<file path="config.mk">
export PLATFORM = sky130hd
export DESIGN_NAME = mtrm_front
export DESIGN_NICKNAME = d
export VERILOG_FILES = /design/src/rtl/mtrm_pkg.sv /design/src/rtl/mtrm_front.sv
export SDC_FILE = /design/constraint.sdc
export NUM_CORES = 1
export LEC_CHECK = 0
export BUFFER_PORTS_ARGS = -buffer_cell sky130_fd_sc_hd__buf_2
export CORE_MARGIN = 2
export CORE_UTILIZATION = 26
export DETAILED_ROUTE_END_ITERATION = 8
export GPL_ROUTABILITY_DRIVEN = 1
export HOLD_SLACK_MARGIN = 0.15
export PLACE_DENSITY = 0.87
export SYNTH_ARGS = -nofsm -noshare
export SYNTH_HDL_FRONTEND = slang
export SYNTH_SLANG_ARGS = --single-unit
</file>
<file path="constraint.sdc">
create_clock -name clk -period 1.1 [get_ports clk]
set_input_delay 0 -clock clk [delete_from_list [all_inputs] [get_ports clk]]
set_output_delay 0 -clock clk [all_outputs]
set_load 0.03 [all_outputs]
</file>
<file path="src/rtl/mtrm_pkg.sv">
// Shared types, constants and elaboration-time table builders for the ring modulator.
package mtrm_pkg;

    localparam int SAMPLE_BITS    = 24;
    localparam int NOTE_BITS      = 7;
    localparam int FREQ_BITS      = 32;
    localparam int NOTE_FREQ_BITS = 30;
    localparam int CAR_FRAC       = 23;
    localparam int CAR_MAG_BITS   = CAR_FRAC + 1;
    localparam int CFG_INDEX_BITS = 3;
    localparam int CFG_DATA_BITS  = 36;
    localparam int DETUNE_BITS    = 17;
    localparam int MIX_BITS       = 17;
    localparam int GAIN_BITS      = 16;
    localparam int PPH_BITS       = 36;

    typedef logic signed [SAMPLE_BITS-1:0] sample_t;

    localparam sample_t SAMPLE_MAX = {1'b0, {(SAMPLE_BITS-1){1'b1}}};
    localparam sample_t SAMPLE_MIN = {1'b1, {(SAMPLE_BITS-1){1'b0}}};

    // item kinds
    localparam logic KIND_AUDIO = 1'b0;
    localparam logic KIND_MIDI  = 1'b1;

    // MIDI message types (upper nibble of status) and the all-notes-off controller
    localparam logic [3:0] MIDI_NOTE_OFF = 4'h8;
    localparam logic [3:0] MIDI_NOTE_ON  = 4'h9;
    localparam logic [3:0] MIDI_CONTROL  = 4'hB;
    localparam logic [NOTE_BITS-1:0] CC_ALL_NOTES_OFF = 7'd123;

    // configuration register indexes
    localparam logic [CFG_INDEX_BITS-1:0] CFG_BASE_NOTE    = 3'd0;
    localparam logic [CFG_INDEX_BITS-1:0] CFG_DETUNE       = 3'd1;
    localparam logic [CFG_INDEX_BITS-1:0] CFG_MIX          = 3'd2;
    localparam logic [CFG_INDEX_BITS-1:0] CFG_GAIN         = 3'd3;
    localparam logic [CFG_INDEX_BITS-1:0] CFG_PHASE_PER_HZ = 3'd4;

    // reset values
    localparam logic [NOTE_BITS-1:0]   BASE_NOTE_RESET = 7'd57;
    localparam logic [DETUNE_BITS-1:0] DETUNE_RESET    = 17'd65536;
    localparam logic [MIX_BITS-1:0]    MIX_RESET       = 17'd65536;
    localparam logic [GAIN_BITS-1:0]   GAIN_RESET      = 16'd16384;
    localparam logic [PPH_BITS-1:0]    PPH_RESET       = 36'd6382652536;
    localparam logic [FREQ_BITS-1:0]   FREQ_RESET      = 32'd14417920;

    // limits and coefficients
    localparam logic [MIX_BITS-1:0]  MIX_FULL   = 17'd65536;
    localparam logic [GAIN_BITS-1:0] GAIN_MAX   = 16'd32768;
    localparam logic [14:0]          GLIDE_COEF = 15'd25166;  // 0.0015 in Q0.24

    typedef struct packed {
        logic                   kind;
        sample_t                left_in;
        sample_t                right_in;
        logic [7:0]             status_byte;
        logic [NOTE_BITS-1:0]   note_number;
        logic [NOTE_BITS-1:0]   velocity;
    } in_item_t;

    typedef struct packed {
        sample_t left_out;
        sample_t right_out;
    } out_item_t;

    typedef struct packed {
        logic [NOTE_BITS-1:0] note;
        sample_t              left;
        sample_t              right;
    } queue_entry_t;

    typedef struct packed {
        logic [DETUNE_BITS-1:0] detune_ratio;
        logic [MIX_BITS-1:0]    mix_level;
        logic [GAIN_BITS-1:0]   gain_level;
        logic [PPH_BITS-1:0]    phase_per_hz;
    } back_cfg_t;

    typedef enum logic [3:0] {
        BK_IDLE,
        BK_TARGET,
        BK_DIFF,
        BK_GLIDE,
        BK_PHASE,
        BK_ROM,
        BK_WET,
        BK_TOTAL,
        BK_SCALE,
        BK_OUT
    } bk_state_t;

    // 7040 * 2^(k/12) Hz in Q16.16
    localparam logic [31:0] NOTE_BASE [12] = '{
        32'd461373440, 32'd488808132, 32'd517874176, 32'd548668578,
        32'd581294109, 32'd615859655, 32'd652480576, 32'd691279090,
        32'd732384684, 32'd775934544, 32'd822074013, 32'd870957077
    };

    typedef logic [NOTE_FREQ_BITS-1:0] note_tab_t [128];

    // note n -> Q16.16 frequency, shifted down by octave
    function automatic note_tab_t build_note_tab();
        note_tab_t tab;
        int        d;
        for (int i = 0; i < 128; i++)
        begin
            d      = i + 3;
            tab[i] = NOTE_FREQ_BITS'(NOTE_BASE[d % 12] >> (10 - d / 12));
        end
        return tab;
    endfunction

    localparam note_tab_t NOTE_FREQ = build_note_tab();

    // sine polynomial coefficients, Q30
    localparam longint SIN_C1 = 64'sd1686629713;
    localparam longint SIN_C3 = -64'sd693598669;
    localparam longint SIN_C5 = 64'sd85569306;
    localparam longint SIN_C7 = -64'sd5026995;
    localparam longint SIN_C9 = 64'sd172272;

    // round(a*b / 2^sh), half away from zero
    function automatic longint mul_round(longint a, longint b, int sh);
        longint unsigned ma;
        longint unsigned mb;
        longint unsigned m;
        ma = (a < 0) ? longint'(-a) : a;
        mb = (b < 0) ? longint'(-b) : b;
        m  = (ma * mb + (64'd1 << (sh - 1))) >> sh;
        return ((a < 0) != (b < 0)) ? -longint'(m) : longint'(m);
    endfunction

    // quarter-wave sine magnitude at step u of 2^qb, Q1.23
    function automatic logic [CAR_MAG_BITS-1:0] sine_mag(int u, int qb);
        longint x;
        longint x2;
        longint p;
        longint y;
        x  = longint'(u) << (30 - qb);
        x2 = mul_round(x, x, 30);
        p  = SIN_C9;
        p  = SIN_C7 + mul_round(p, x2, 30);
        p  = SIN_C5 + mul_round(p, x2, 30);
        p  = SIN_C3 + mul_round(p, x2, 30);
        p  = SIN_C1 + mul_round(p, x2, 30);
        y  = mul_round(p, x, 30);
        if (y < 0)
        begin
            y = 0;
        end
        if (y > (64'sd1 <<< 30))
        begin
            y = 64'sd1 <<< 30;
        end
        return CAR_MAG_BITS'((y + 64) >>> 7);
    endfunction

endpackage

</file>
<file path="src/rtl/mtrm_front.sv">
// Front end: takes items, tracks the held MIDI note, queues audio pairs with their note.
module mtrm_front
    import mtrm_pkg::*;
(
    input  logic                 clk,
    input  logic                 rst_n,
    input  logic                 item_valid,
    output logic                 item_ready,
    input  in_item_t             item,
    input  logic [NOTE_BITS-1:0] base_note,
    input  logic                 queue_full,
    output logic                 push,
    output queue_entry_t         push_entry
);

    logic                 held_valid_reg;
    logic                 held_valid_next;
    logic [NOTE_BITS-1:0] held_note_reg;
    logic [NOTE_BITS-1:0] held_note_next;
    logic                 accept;
    logic                 note_match;

    assign item_ready = !queue_full;
    assign accept     = item_valid && item_ready;
    assign push       = accept && (item.kind == KIND_AUDIO);
    assign note_match = held_valid_reg && (held_note_reg == item.note_number);

    // note is resolved here so later MIDI traffic cannot reach queued pairs
    assign push_entry.note  = held_valid_reg ? held_note_reg : base_note;
    assign push_entry.left  = item.left_in;
    assign push_entry.right = item.right_in;

    always_comb
    begin
        held_valid_next = held_valid_reg;
        held_note_next  = held_note_reg;
        if (accept && (item.kind == KIND_MIDI))
        begin
            case (item.status_byte[7:4])
                MIDI_NOTE_ON:
                begin
                    if (item.velocity != '0)
                    begin
                        held_valid_next = 1'b1;
                        held_note_next  = item.note_number;
                    end
                    else if (note_match)
                    begin
                        held_valid_next = 1'b0;
                    end
                end
                MIDI_NOTE_OFF:
                begin
                    if (note_match)
                    begin
                        held_valid_next = 1'b0;
                    end
                end
                MIDI_CONTROL:
                begin
                    if (item.note_number == CC_ALL_NOTES_OFF)
                    begin
                        held_valid_next = 1'b0;
                    end
                end
                default:
                begin
                end
            endcase
        end
    end

    always_ff @(posedge clk or negedge rst_n)
    begin
        if (!rst_n)
        begin
            held_valid_reg <= 1'b0;
            held_note_reg  <= '0;
        end
        else
        begin
            held_valid_reg <= held_valid_next;
            held_note_reg  <= held_note_next;
        end
    end

endmodule

</file>
==> reports/summary.txt <==
outcome - complete, but fails checks
failing checks - negative setup slack
P_leak - 0.000750 µW
Syn Nets - 178
Synth Area per Inst - 9.55 µm²
worst setup path category - reg2out
CP startpoint kind - register
Slew HR - 72.8%
Fill cells - 344
GR Util met2 - 29.7%
Final WS setup - -0.162 ns
Worst setup EP type - output port
Max FO, Critical Path - 4
Max Slew Vio Count - 0
Remaining Overflow, GRT - 0
fin crit share - 115%
fin util - 46.7%
Sink Count - 8
routing usage on met3 - 6.96%
Area growth syn-to-layout - 71.2%
TritonCTS clock tree - built
Die Y - 63.4 µm
Min-Delay Path Class - in2reg
Netlist cell types - 18
GR peak layer - met2
Multi-input gate area - 385 µm²
first-pass GRT wire length - 4710 µm
crit path DAT - 1.26 ns
Final #Nets - 240
Post-DRT Antenna Nets - 0
Slew @ Worst Pin - 0.406 ns
most common cell after layout, fill and taps aside - dlygate4sd3_1
FMAX - 793 MHz
unrepaired setup endpoints after global routing - true
CTS Buffer Depth - 2
final setup vio count - 8
Tot GR Track Use - 15.3%
Mapped Cells - 96
cts bufs inserted - 3
WL/cell - 16.0 µm
Worst-path clk slew - 0.06 ns
Tmin final - 1.26 ns
Clock Skews - 0.00336 ns
Die Wd - 63.4 µm
reg2reg path depth - 4
Clock Latency Late Sink - 0.26 ns
layout cells sized above 1 - 45.5%
row cnt - 21
overall via count from detail_route - 853
Largest register FFs - 7
pin count of the biggest net entering global routing - 9
PD cells - 899 nW/µm²
H-tree levels - 1
sequential area share after synthesis - 21.8%
Hold Violations, Final - 0
pre-CTS WS - -0.134 ns
Initial DRC Count - 10
Post-Route WL - 3230 µm
total area of sequential cells - 200 µm²
Placer Congestion - 0.777
Initial Util - 27.3%
CORE AREA - 3360 µm²
vias in the first global route - 862
synthesized cell area - 917 µm²
Detailed Place HPWL - 2000 µm
M1 GR Usage - 15.1%
peak supply drop - 660 µV
diode count - 0
die area - 4020 µm²
Worst Path Required - 1.10 ns
most frequent cells in the layout - dlygate4sd3_1 (58), buf_2 (31), mux2_2 (9), buf_6 (9)
Clock Tree Root - clkbuf_4
Synthesis Warnings - 0
setup TNS - -1.18 ns
DR DRC count - 0
antenna violations before repair - 0
I/O Buffers - 38
Max-cap violations - 0
WHS Path Cells - 4
Initial DRT Pass Iterations - 4
vias per inst - 4.22
I/O pins - 139
Synth Register Bits - 8
==> layout make-up <==
type	count	area share, %
multi-input combinational	37	24.5
timing repair buffer	106	57.1
sequential	8	12.7
clock buffer	3	1.43
tap	46	3.67
inverter	2	0.478
==> Yosys cell counts, drive strengths merged <==
| cell type | instances | share of area, % |
|---|---|---|
| xnor2 | 6 | 5.7 |
| nand4b | 1 | 2.6 |
| nand2b | 1 | 1.5 |
| clkbuf | 1 | 0.41 |
| dfrtp | 8 | 22 |
| o221ai | 1 | 0.96 |
| inv | 2 | 0.82 |
| xor2 | 1 | 0.96 |
| nor3 | 2 | 2.3 |
| nor2 | 1 | 0.41 |
| mux2 | 14 | 17 |
| nand2 | 4 | 1.6 |
| o31ai | 1 | 0.82 |
| nand4 | 2 | 1.4 |
| nor4 | 2 | 1.4 |
| buf | 48 | 39 |
| nand3b | 1 | 0.82 |
==> repair_timing <==
| item | CTS | global route |
|---|---|---|
| hold buffers | 58 | 0 |
| gates resized for setup | 22 | 2 |
| buffers inserted | 2 | 0 |
| pin swaps | 1 | 0 |
| setup endpoints to repair | 8 | 8 |
| endpoints found under the hold margin | 64 | 0 |
==> per-stage QoR <==
step / hold WS (ns) / total power, µW / std cells / instance area [µm²]
after global placement: -0.148 / 711 / 139 / 861
final: 0.164 / 1410 / 202 / 1570
after global routing: 0.191 / 1480 / 202 / 1570
after detailed placement: -0.144 / 719 / 139 / 861
after floorplan: -0.296 / 886 / 96 / 917
after CTS: 0.163 / 1400 / 202 / 1560
==> where the power goes <==
group	switching, µW	internal (µW)
logic	429	383
clock network	114	126
registers	29.8	329
total	573	838
==> routing by layer <==
metal  vias up  share of wire (%)  routed length (µm)
met2        67                 57                1850
met1       396                 31                1010
li1        390                  -                   -
met3         0                 12                 374
met5         -                  0                   0
met4         0                  0                   0
==> path summary, 6_finish.rpt <==
check | start | slack (ns) | endpoint
worst max-delay path | held_valid_reg | -0.16 | push_entry[52]
worst min-delay path | item[12] | 0.16 | held_valid_reg
worst max register to register | held_note_reg[5] | -0.07 | held_valid_reg
worst min register to register | held_note_reg[3] | 0.57 | held_note_reg[3]
max in group asynchronous | rst_n | 0.09 | held_note_reg[5]
min in group asynchronous | rst_n | 0.72 | held_note_reg[3]
==> critical path, stage by stage (launching register included) <==
cell and delay [ns]:
dfrtp_1 0.41, buf_6 0.15, mux2_4 0.30, buf_6 0.14
==> kinds of logic (layout without fill, tap and decap cells) <==
group / after synthesis / count (layout) / share of synthesized area [%]
compound gates: 2 / 2 / 1.77
xor+xnor: 7 / 7 / 6.68
buf+inv: 51 / 111 / 40.5
flops: 8 / 8 / 21.8
mux: 14 / 14 / 17.2
simple gates: 14 / 14 / 12.0
(Power assumes the default switching activity.)
