**src/rtl/mtrm_pkg.sv**
```systemverilog
// Shared types, constants and elaboration-time table builders for the ring modulator.
package mtrm_pkg;

    localparam int SAMPLE_BITS    = 24;
    localparam int NOTE_BITS      = 7;
    localparam int FREQ_BITS      = 32;
    localparam int NOTE_FREQ_BITS = 30;
    localparam int CAR_FRAC       = 23;
    localparam int CAR_MAG_BITS   = CAR_FRAC + 1;
    localparam int CFG_INDEX_BITS = 3;
    localparam int CFG_DATA_BITS  = 36;
    localparam int DETUNE_BITS    = 17;
    localparam int MIX_BITS       = 17;
    localparam int GAIN_BITS      = 16;
    localparam int PPH_BITS       = 36;

    typedef logic signed [SAMPLE_BITS-1:0] sample_t;

    localparam sample_t SAMPLE_MAX = {1'b0, {(SAMPLE_BITS-1){1'b1}}};
    localparam sample_t SAMPLE_MIN = {1'b1, {(SAMPLE_BITS-1){1'b0}}};

    // item kinds
    localparam logic KIND_AUDIO = 1'b0;
    localparam logic KIND_MIDI  = 1'b1;

    // MIDI message types (upper nibble of status) and the all-notes-off controller
    localparam logic [3:0] MIDI_NOTE_OFF = 4'h8;
    localparam logic [3:0] MIDI_NOTE_ON  = 4'h9;
    localparam logic [3:0] MIDI_CONTROL  = 4'hB;
    localparam logic [NOTE_BITS-1:0] CC_ALL_NOTES_OFF = 7'd123;

    // configuration register indexes
    localparam logic [CFG_INDEX_BITS-1:0] CFG_BASE_NOTE    = 3'd0;
    localparam logic [CFG_INDEX_BITS-1:0] CFG_DETUNE       = 3'd1;
    localparam logic [CFG_INDEX_BITS-1:0] CFG_MIX          = 3'd2;
    localparam logic [CFG_INDEX_BITS-1:0] CFG_GAIN         = 3'd3;
    localparam logic [CFG_INDEX_BITS-1:0] CFG_PHASE_PER_HZ = 3'd4;

    // reset values
    localparam logic [NOTE_BITS-1:0]   BASE_NOTE_RESET = 7'd57;
    localparam logic [DETUNE_BITS-1:0] DETUNE_RESET    = 17'd65536;
    localparam logic [MIX_BITS-1:0]    MIX_RESET       = 17'd65536;
    localparam logic [GAIN_BITS-1:0]   GAIN_RESET      = 16'd16384;
    localparam logic [PPH_BITS-1:0]    PPH_RESET       = 36'd6382652536;
    localparam logic [FREQ_BITS-1:0]   FREQ_RESET      = 32'd14417920;

    // limits and coefficients
    localparam logic [MIX_BITS-1:0]  MIX_FULL   = 17'd65536;
    localparam logic [GAIN_BITS-1:0] GAIN_MAX   = 16'd32768;
    localparam logic [14:0]          GLIDE_COEF = 15'd25166;  // 0.0015 in Q0.24

    typedef struct packed {
        logic                   kind;
        sample_t                left_in;
        sample_t                right_in;
        logic [7:0]             status_byte;
        logic [NOTE_BITS-1:0]   note_number;
        logic [NOTE_BITS-1:0]   velocity;
    } in_item_t;

    typedef struct packed {
        sample_t left_out;
        sample_t right_out;
    } out_item_t;

    typedef struct packed {
        logic [NOTE_BITS-1:0] note;
        sample_t              left;
        sample_t              right;
    } queue_entry_t;

    typedef struct packed {
        logic [DETUNE_BITS-1:0] detune_ratio;
        logic [MIX_BITS-1:0]    mix_level;
        logic [GAIN_BITS-1:0]   gain_level;
        logic [PPH_BITS-1:0]    phase_per_hz;
    } back_cfg_t;

    typedef enum logic [3:0] {
        BK_IDLE,
        BK_TARGET,
        BK_DIFF,
        BK_GLIDE,
        BK_PHASE,
        BK_ROM,
        BK_WET,
        BK_TOTAL,
        BK_SCALE,
        BK_OUT
    } bk_state_t;

    // 7040 * 2^(k/12) Hz in Q16.16
    localparam logic [31:0] NOTE_BASE [12] = '{
        32'd461373440, 32'd488808132, 32'd517874176, 32'd548668578,
        32'd581294109, 32'd615859655, 32'd652480576, 32'd691279090,
        32'd732384684, 32'd775934544, 32'd822074013, 32'd870957077
    };

    typedef logic [NOTE_FREQ_BITS-1:0] note_tab_t [128];

    // note n -> Q16.16 frequency, shifted down by octave
    function automatic note_tab_t build_note_tab();
        note_tab_t tab;
        int        d;
        for (int i = 0; i < 128; i++)
        begin
            d      = i + 3;
            tab[i] = NOTE_FREQ_BITS'(NOTE_BASE[d % 12] >> (10 - d / 12));
        end
        return tab;
    endfunction

    localparam note_tab_t NOTE_FREQ = build_note_tab();

    // sine polynomial coefficients, Q30
    localparam longint SIN_C1 = 64'sd1686629713;
    localparam longint SIN_C3 = -64'sd693598669;
    localparam longint SIN_C5 = 64'sd85569306;
    localparam longint SIN_C7 = -64'sd5026995;
    localparam longint SIN_C9 = 64'sd172272;

    // round(a*b / 2^sh), half away from zero
    function automatic longint mul_round(longint a, longint b, int sh);
        longint unsigned ma;
        longint unsigned mb;
        longint unsigned m;
        ma = (a < 0) ? longint'(-a) : a;
        mb = (b < 0) ? longint'(-b) : b;
        m  = (ma * mb + (64'd1 << (sh - 1))) >> sh;
        return ((a < 0) != (b < 0)) ? -longint'(m) : longint'(m);
    endfunction

    // quarter-wave sine magnitude at step u of 2^qb, Q1.23
    function automatic logic [CAR_MAG_BITS-1:0] sine_mag(int u, int qb);
        longint x;
        longint x2;
        longint p;
        longint y;
        x  = longint'(u) << (30 - qb);
        x2 = mul_round(x, x, 30);
        p  = SIN_C9;
        p  = SIN_C7 + mul_round(p, x2, 30);
        p  = SIN_C5 + mul_round(p, x2, 30);
        p  = SIN_C3 + mul_round(p, x2, 30);
        p  = SIN_C1 + mul_round(p, x2, 30);
        y  = mul_round(p, x, 30);
        if (y < 0)
        begin
            y = 0;
        end
        if (y > (64'sd1 <<< 30))
        begin
            y = 64'sd1 <<< 30;
        end
        return CAR_MAG_BITS'((y + 64) >>> 7);
    endfunction

endpackage

```
**src/rtl/mtrm_queue.sv**
```systemverilog
// Two-entry queue between the front end and the processing back end.
module mtrm_queue
    import mtrm_pkg::*;
(
    input  logic         clk,
    input  logic         rst_n,
    input  logic         push,
    input  queue_entry_t push_entry,
    output logic         full,
    input  logic         pop,
    output logic         empty,
    output queue_entry_t head
);

    localparam int DEPTH = 2;

    queue_entry_t slots [DEPTH];
    logic         wr_ptr_reg;
    logic         wr_ptr_next;
    logic         rd_ptr_reg;
    logic         rd_ptr_next;
    logic [1:0]   count_reg;
    logic [1:0]   count_next;
    logic         do_push;
    logic         do_pop;

    assign full    = (count_reg == 2'(DEPTH));
    assign empty   = (count_reg == 2'd0);
    assign head    = slots[rd_ptr_reg];
    assign do_push = push && !full;
    assign do_pop  = pop && !empty;

    always_comb
    begin
        wr_ptr_next = do_push ? ~wr_ptr_reg : wr_ptr_reg;
        rd_ptr_next = do_pop ? ~rd_ptr_reg : rd_ptr_reg;
        count_next  = count_reg + 2'(do_push) - 2'(do_pop);
    end

    always_ff @(posedge clk or negedge rst_n)
    begin
        if (!rst_n)
        begin
            wr_ptr_reg <= 1'b0;
            rd_ptr_reg <= 1'b0;
            count_reg  <= 2'd0;
        end
        else
        begin
            wr_ptr_reg <= wr_ptr_next;
            rd_ptr_reg <= rd_ptr_next;
            count_reg  <= count_next;
        end
    end

    always_ff @(posedge clk)
    begin
        if (do_push)
        begin
            slots[wr_ptr_reg] <= push_entry;
        end
    end

endmodule

```
**config.mk**
```make
export PLATFORM = sky130hd
export DESIGN_NAME = mtrm_queue
export DESIGN_NICKNAME = d
export VERILOG_FILES = /design/src/rtl/mtrm_pkg.sv /design/src/rtl/mtrm_queue.sv
export SDC_FILE = /design/constraint.sdc
export NUM_CORES = 1
export LEC_CHECK = 0
export CORE_MARGIN = 5
export CORE_UTILIZATION = 45
export DETAILED_ROUTE_END_ITERATION = 16
export DONT_BUFFER_PORTS = 1
export GPL_TIMING_DRIVEN = 0
export PLACE_DENSITY = 0.6
export SLEW_MARGIN = 10
export SYNTH_ARGS = -nofsm -noshare
export SYNTH_HDL_FRONTEND = slang
export SYNTH_SLANG_ARGS = --single-unit
export TNS_END_PERCENT = 10
```
**constraint.sdc**
```tcl
create_clock -name clk -period 8.3 [get_ports clk]
set_input_delay 0.415 -clock clk [delete_from_list [all_inputs] [get_ports clk]]
set_output_delay 0.415 -clock clk [all_outputs]
set_load 0.005 [all_outputs]
```
==> results of run 1 <==
-- cells by family after synthesis --
group | Yosys count
xor+xnor | 4
fa+ha+maj | 2
buf+inv | 8
flops | 114
mux | 55
simple gates | 6
-- final cells by class --
type	instances	share of cell area [%]
Sequential cell	114	59.8
Multi-Input combinational cell	67	15.3
Timing Repair Buffer	58	10.6
Clock buffer	18	7.35
Clock inverter	13	2.95
Tap cell	129	2.84
Buffer	6	1.08
Inverter	2	0.132
-- per-stage QoR --
step	area (µm²)	power, µW	hold WS (ps)	instances
detailed placement	4540	1330	120	320
finish	5690	2030	189	407
floorplan	4330	1220	119	189
global placement	4490	1300	120	318
global route	5690	2130	176	407
CTS	5690	2060	172	407
-- layout by cell type (no fill, tap or decap), types with 2 or more instances in the layout --
master and n:
edfxtp_1 110, dlygate4sd3_1 56, dfrtp_1 4, buf_12 2, xnor2_1 3, clkinv_1 2, bufinv_16 4, ha_1 2
clkinv_2 5, inv_1 2, clkbuf_16 16, mux2_4 40, mux2_2 15, buf_6 5, clkinvlp_4 2
-- power by group --
part | switching, µW | internal (µW)
Sequential | 36.1 | 789
Combinational | 244 | 255
Clock | 228 | 479
Total | 508 | 1520
-- per-layer routing --
metal,wire length [µm],vias to the layer above,global-route usage (%)
met5,0,-,0
met1,2820,964,14.0
met4,94,0,5.14
li1,-,900,-
met3,544,9,6.81
met2,4160,79,24.1
-- final timing paths --
kind / startpoint / endpoint / slack (ps) / depth (start not counted)
max: rd_ptr_reg$_DFFE_PN0P_ / head[26] / 6330 / 3
min: push / wr_ptr_reg$_DFFE_PN0P_ / 190 / 2
max reg2reg: count_reg[1]$_DFF_PN0_ / slots[0][18]$_DFFE_PP_ / 6390 / 4
min reg2reg: count_reg[1]$_DFF_PN0_ / count_reg[1]$_DFF_PN0_ / 510 / 1
max in group asynchronous: rst_n / rd_ptr_reg$_DFFE_PN0P_ / 7910 / 1
min in group asynchronous: rst_n / wr_ptr_reg$_DFFE_PN0P_ / 200 / 1
-- what timing repair did --
item                      in CTS  in global routing
hold buffers                  56                  0
hold endpoints to repair     114                  0
buffers inserted               0                  0
==> summary.txt, run 1 <==
Synth
  – Synth cell count leaders: edfxtp_1, mux2_4, mux2_2, buf_6, dfrtp_1
  – Area of the mapped netlist: about 0.0043 mm²
  – Synth Area in XOR/XNOR: 0.809%
  – Most numerous cell in the Yosys netlist: edfxtp_1
  – Top post-synthesis cells by area: edfxtp_1, mux2_4, mux2_2
  – Post-synthesis instance total: roughly 190
  – EDFF count, synth: 110
  – Post-synthesis sequential area ratio: 78.6%
  – Syn. warnings: 0
  – Syn Nets: 250
  – Multiplexer area fraction after synthesis: 17.8%
  – Simple-Gate Fraction of Synth Area: 0.693%
  – Top_reg_cell synth: edfxtp_1
  – Synth Area in Compound Gates: 0%
  – Flops & latches, synth: 114
  – Largest family of logic cells by synthesized area: multiplexers
  – Netlist cell types: 15
  – FFs w/ async S/R, synth: 3.51%
  – Dominant cell type by area after synthesis: edfxtp_1
  – Adder-cell share of the synthesized area: 0.578%
  – Synth Area per Inst: 22.9 µm²
  – Yosys top cell area share: about three quarters

Worst setup path
  – Required time of the critical path: 7890 ps
  – Crit path launch type: register
  – CP endpoint kind: output pin
  – CP bufs+invs: 2
  – Cell mode on critical path: buf_6
  – CP max stage delay: 350 ps
  – Slowest-stage cell, CP: dfrtp_1
  – CP delay by family, top: buffers and inverters
  – Data arrival, critical path: 1560 ps
  – Crit Path Max Fanout: 10
  – Crit-path cells: buf_6 > buf_6 > mux2_4
  – Worst setup path class: reg -> out

Floorplan
  – I/O Pins: between 100 and 150
  – Core Rows: 35
  – Die height: around 110 µm
  – Starting Density: 46.4%
  – Die Span X: between 100 and 150 µm
  – Die area: 0.0117 mm²
  – Placeable core region: 0.00933 mm²

Drt
  – Vias/cell: 4.80
  – Post-Route WL: between 7 and 8 mm
  – Vias: 1952
  – Post-DRT Antenna Nets: 0
  – Drt wl/cell: 18.7 µm
  – # DRC: 0
  – Drt first pass iters: 4
  – Iteration-0 DRC count of the detailed router: between 50 and 60

Timing
  – Fin. Hold Viols: 0
  – Worst setup margin: approximately 6300 ps
  – Max Slew Vio Count: 0
  – Crit share post-route: 23.7%
  – Worst slew pin tran: 777 ps
  – Fmax: 507 MHz
  – Fin Setup TNS: 0 ps
  – Final setup viols: 0
  – Max transition margin: between 40% and 50%
  – Minimum clock period: 1970 ps
  – RSZ-0062 raised after global routing: no
  – Clk_skew: 5.89 ps

Run
  – Max cap viols: 0

Clock tree
  – Clock transition at path regs: 50 ps
  – Root buffer cell: clkbuf_8
  – Bufs on Longest Clock Path: 2
  – Worst skew pair latency: 490 ps
  – Clock sinks: 114
  – CTS Buf Count: 17
  – CTS H-tree lvls: 4
  – Post-cts repair resize count: 0
  – TritonCTS clock tree: built

Place
  – GPL Wtd Cong: 0.621
  – Port buffer count: 0
  – DP Wirelength: about 5.0 mm
  – Pre-CTS setup slack: 6360 ps

Cells and area
  – FF+latch area: approximately 0.0034 mm²
  – Final standard cell utilization of the core: between 60% and 70%
  – Diodes inserted: 0
  – Area Growth Syn to Fin: 31.3%
  – Layout fillers: slightly below 700
  – Area of the multi-input gates: 868 µm²
  – Max reg flops: 110
  – Layout net count: 327
  – Layout cells sized above 1: roughly 33%

Pwr
  – VDD IR max: 0.195 mV
  – LEAKAGE: approximately 0.0021 µW
  – Pwr/cell area: about 360 mW/mm²

Global routing
  – Largest net degree at the start of global routing: 31
  – Vias in the first global route: 2177
  – First-pass GRT wire length: 11.5 mm
  – Initial antenna violation count: 0
  – Global Route Usage Sum: 13.7%
  – GR Overflow Total: 0

Hold path
  – Hold Path Class: in -> reg

Outcome
  – Status: complete, no violations
Power figures use the tool's default switching activity.
==> inputs of run 2 (changes only) <==
--- a/config.mk
+++ b/config.mk
@@ -5,6 +5,7 @@
 export SDC_FILE = /design/constraint.sdc
 export NUM_CORES = 1
 export LEC_CHECK = 0
+export ABC_AREA = 1
 export CORE_MARGIN = 5
 export CORE_UTILIZATION = 45
 export DETAILED_ROUTE_END_ITERATION = 16
==> constraint.sdc (replaced) <==
create_clock -name clk -period 1.91 [get_ports clk]
set_input_delay 0.0955 -clock clk [delete_from_list [all_inputs] [get_ports clk]]
set_output_delay 0.0955 -clock clk [all_outputs]
set_load 0.005 [all_outputs]
==> run 2 against run 1 <==
Compared with the run above:
- critical path depth up 1
- clock power rose to 4.5 times the previous value
- clock-buffer cell count up 2
- die area down 1.3%
- via count up 28%
- critical path type is now reg -> reg
- critical endpoint is now slots[1][17]$_DFFE_PP_
==> summary.txt, run 2 <==
Outcome
  – Status: complete, no violations

Clock tree
  – Worst skew pair latency: 490 ps
  – Post-cts repair resize count: 0
  – Post-CTS Hold Buffers: 59
  – CTS Buf Count: 17
  – Clock transition at path regs: 60 ps
  – Root buffer cell: clkbuf_8
  – TritonCTS clock tree: built
  – Clock sinks: 114
  – Post-CTS Setup Bufs: 0
  – CTS H-tree lvls: 4
  – Bufs on Longest Clock Path: 2

Floorplan
  – Core Rows: 35
  – Die area: 0.0115 mm²
  – I/O Pins: 116
  – Die height: 107 µm
  – Placeable core region: between 0.009 and 0.01 mm²
  – Die Span X: 107 µm
  – Starting Density: 46.2%

Synth
  – Dominant cell type by area after synthesis: edfxtp_1
  – Syn. warnings: 0
  – Post-synthesis sequential area ratio: 79.7%
  – Area of the mapped netlist: 0.00427 mm²
  – FFs w/ async S/R, synth: 3.51%
  – EDFF count, synth: 110
  – Netlist cell types: 11
  – Flops & latches, synth: approximately 110
  – Top post-synthesis cells by area: edfxtp_1, nand2_1, dfrtp_1
  – Yosys top cell area share: 77.3%
  – Synth cell count leaders: nand2_1, edfxtp_1, inv_1, buf_6, dfrtp_1
  – Top_reg_cell synth: edfxtp_1
  – Synth Area per Inst: 13.3 µm²
  – Most numerous cell in the Yosys netlist: nand2_1
  – Post-synthesis instance total: 321
  – Syn Nets: 382

Place
  – DP Wirelength: just over 5 mm
  – Post-Place Cell Area: 0.00452 mm²
  – Port buffer count: 0
  – GPL Wtd Cong: 0.720

Worst setup path
  – Worst setup path class: reg -> reg
  – CP endpoint kind: register
  – Cell mode on critical path: nand2_1
  – CP max stage delay: 510 ps
  – Data arrival, critical path: 1890 ps
  – Required time of the critical path: 2110 ps
  – Slowest-stage cell, CP: nor2_4
  – Crit Path Max Fanout: 21
  – CP delay by family, top: simple AND/OR/NAND/NOR gates
  – Crit path launch type: register
  – CP bufs+invs: 1
  – Crit-path cells: nand2_1 > nand2_1 > nor2_4 > buf_16

Drt
  – Vias/cell: 4.59
  – Iteration-0 DRC count of the detailed router: 95
  – Post-Route WL: 8.38 mm
  – Drt first pass iters: 4
  – # DRC: 0
  – Post-DRT Antenna Nets: 0
  – Drt wl/cell: 15.4 µm
  – Vias: around 2500

Timing
  – Crit share post-route: 88.6%
  – Fin. Hold Viols: 0
  – Minimum clock period: 1690 ps
  – RSZ-0062 raised after global routing: no
  – Final setup viols: 0
  – Fmax: slightly below 600 MHz
  – Clk_skew: between 5 and 6 ps
  – Max transition margin: roughly three fifths
  – Worst slew pin tran: 623 ps
  – Max Slew Vio Count: 0

Run
  – Max cap viols: 0

Pwr
  – Switching part of the total: about 30%
  – Sequential fraction of design power: 39.9%
  – Comb pwr share: 24.4%
  – Int Pwr: 6250 µW
  – Clock power share: 35.7%
  – LEAKAGE: around 0.0023 µW
  – VDD IR max: 0.738 mV
  – Psw: 2630 µW
  – PnR Total Power: between 8000 and 9000 µW
  – Pwr/cell area: 1550 mW/mm²

Cells and area
  – Most common cell after layout, fill and taps aside: nand2_1
  – Layout fillers: 706
  – Diodes inserted: 0
  – Layout cells sized above 1: 11.3%
  – Layout net count: 463
  – Area of the multi-input gates: about 700 µm²
  – FF+latch area: 0.00340 mm²
  – Area Growth Syn to Fin: 33.7%
  – Final instance area: ~0.0057 mm²
  – Max reg flops: 110
  – Commonest non-fill, non-tap cells in the layout: nand2_1, edfxtp_1, dlygate4sd3_1

Global routing
  – Largest net degree at the start of global routing: 35
  – First-pass GRT wire length: 12.6 mm
  – Vias in the first global route: roughly 2600
  – Global Route Usage Sum: 14.9%
  – GR Overflow Total: 0
  – Initial antenna violation count: 0

Hold path
  – Hold Path Class: in -> reg
-- run 2: cell count changes in the layout (fill, tap and decap cells not counted), sizes merged, moves of 2 or more --
cell | before | now
clkinvlp | 2 | 4
dlygate4sd3 | 56 | 59
clkinv | 7 | 2
nand2 | 1 | 178
clkbuf | 18 | 20
inv | 2 | 13
xnor2 | 3 | 0
buf | 8 | 15
nand3 | 0 | 3
mux2 | 55 | 0
-- run 2: area by class of cell --
class                      instances  area share [%]
sequential                       114            59.6
buffer                            12            2.01
timing repair buffer              62            11.7
multi-input combinational        184            12.6
tap                              129            2.83
clock inverter                    12            3.18
inverter                          11           0.723
clock buffer                      20            7.45
-- run 2: stage by stage --
step / setup TNS [ps] / setup WS (ps) / utilization, % / cells / hold WS [ps]
after CTS: 0 / 171 / 61.8 / 544 / 218
after floorplan: -7990 / -145 / - / 321 / -200
final: 0 / 219 / 61.8 / 544 / 255
after global routing: 0 / 74.1 / 61.8 / 544 / 226
after global placement: -69390 / -825 / 48.1 / 450 / -200
after detailed placement: 0 / 160 / 48.9 / 453 / -200
-- run 2: final timing paths --
kind	start	to	slack, ps	cells after the start
max in group asynchronous	rst_n	count_reg[1]$_DFF_PN0_	1290	2
max	count_reg[1]$_DFF_PN0_	slots[1][17]$_DFFE_PP_	220	4
max reg2reg	count_reg[1]$_DFF_PN0_	slots[1][17]$_DFFE_PP_	220	4
min reg2reg	wr_ptr_reg$_DFFE_PN0P_	wr_ptr_reg$_DFFE_PN0P_	470	2
min	push_entry[51]	slots[0][51]$_DFFE_PP_	260	1
min in group asynchronous	rst_n	wr_ptr_reg$_DFFE_PN0P_	450	2
-- run 2: cell families after synthesis --
family / count (synthesis) / synth area share [%]
fa+ha+maj: 2 / 0.586
flops: 114 / 79.7
simple gates: 182 / 16.1
buf+inv: 23 / 3.66
-- run 2: metal layers --
| layer | track usage, % | vias up | part of all wire (%) |
|---|---|---|---|
| li1 | - | 1239 | - |
| met1 | 14.9 | 1161 | 40 |
| met2 | 26.9 | 90 | 51 |
| met3 | 6.66 | 7 | 8.5 |
| met4 | 5.95 | 0 | 0.73 |
| met5 | 0 | - | 0 |
-- run 2: power by group through the flow --
stage          registers (µW)  logic, µW  clock network (µW)
6_report                 3540       2170                3170
2_1_floorplan            3580       1460                   0
5_1_grt                  3590       2460                3360
4_1_cts                  3540       2230                3240
3_5_place_dp             3590       2110                   0
3_3_place_gp             3610       1970                   0
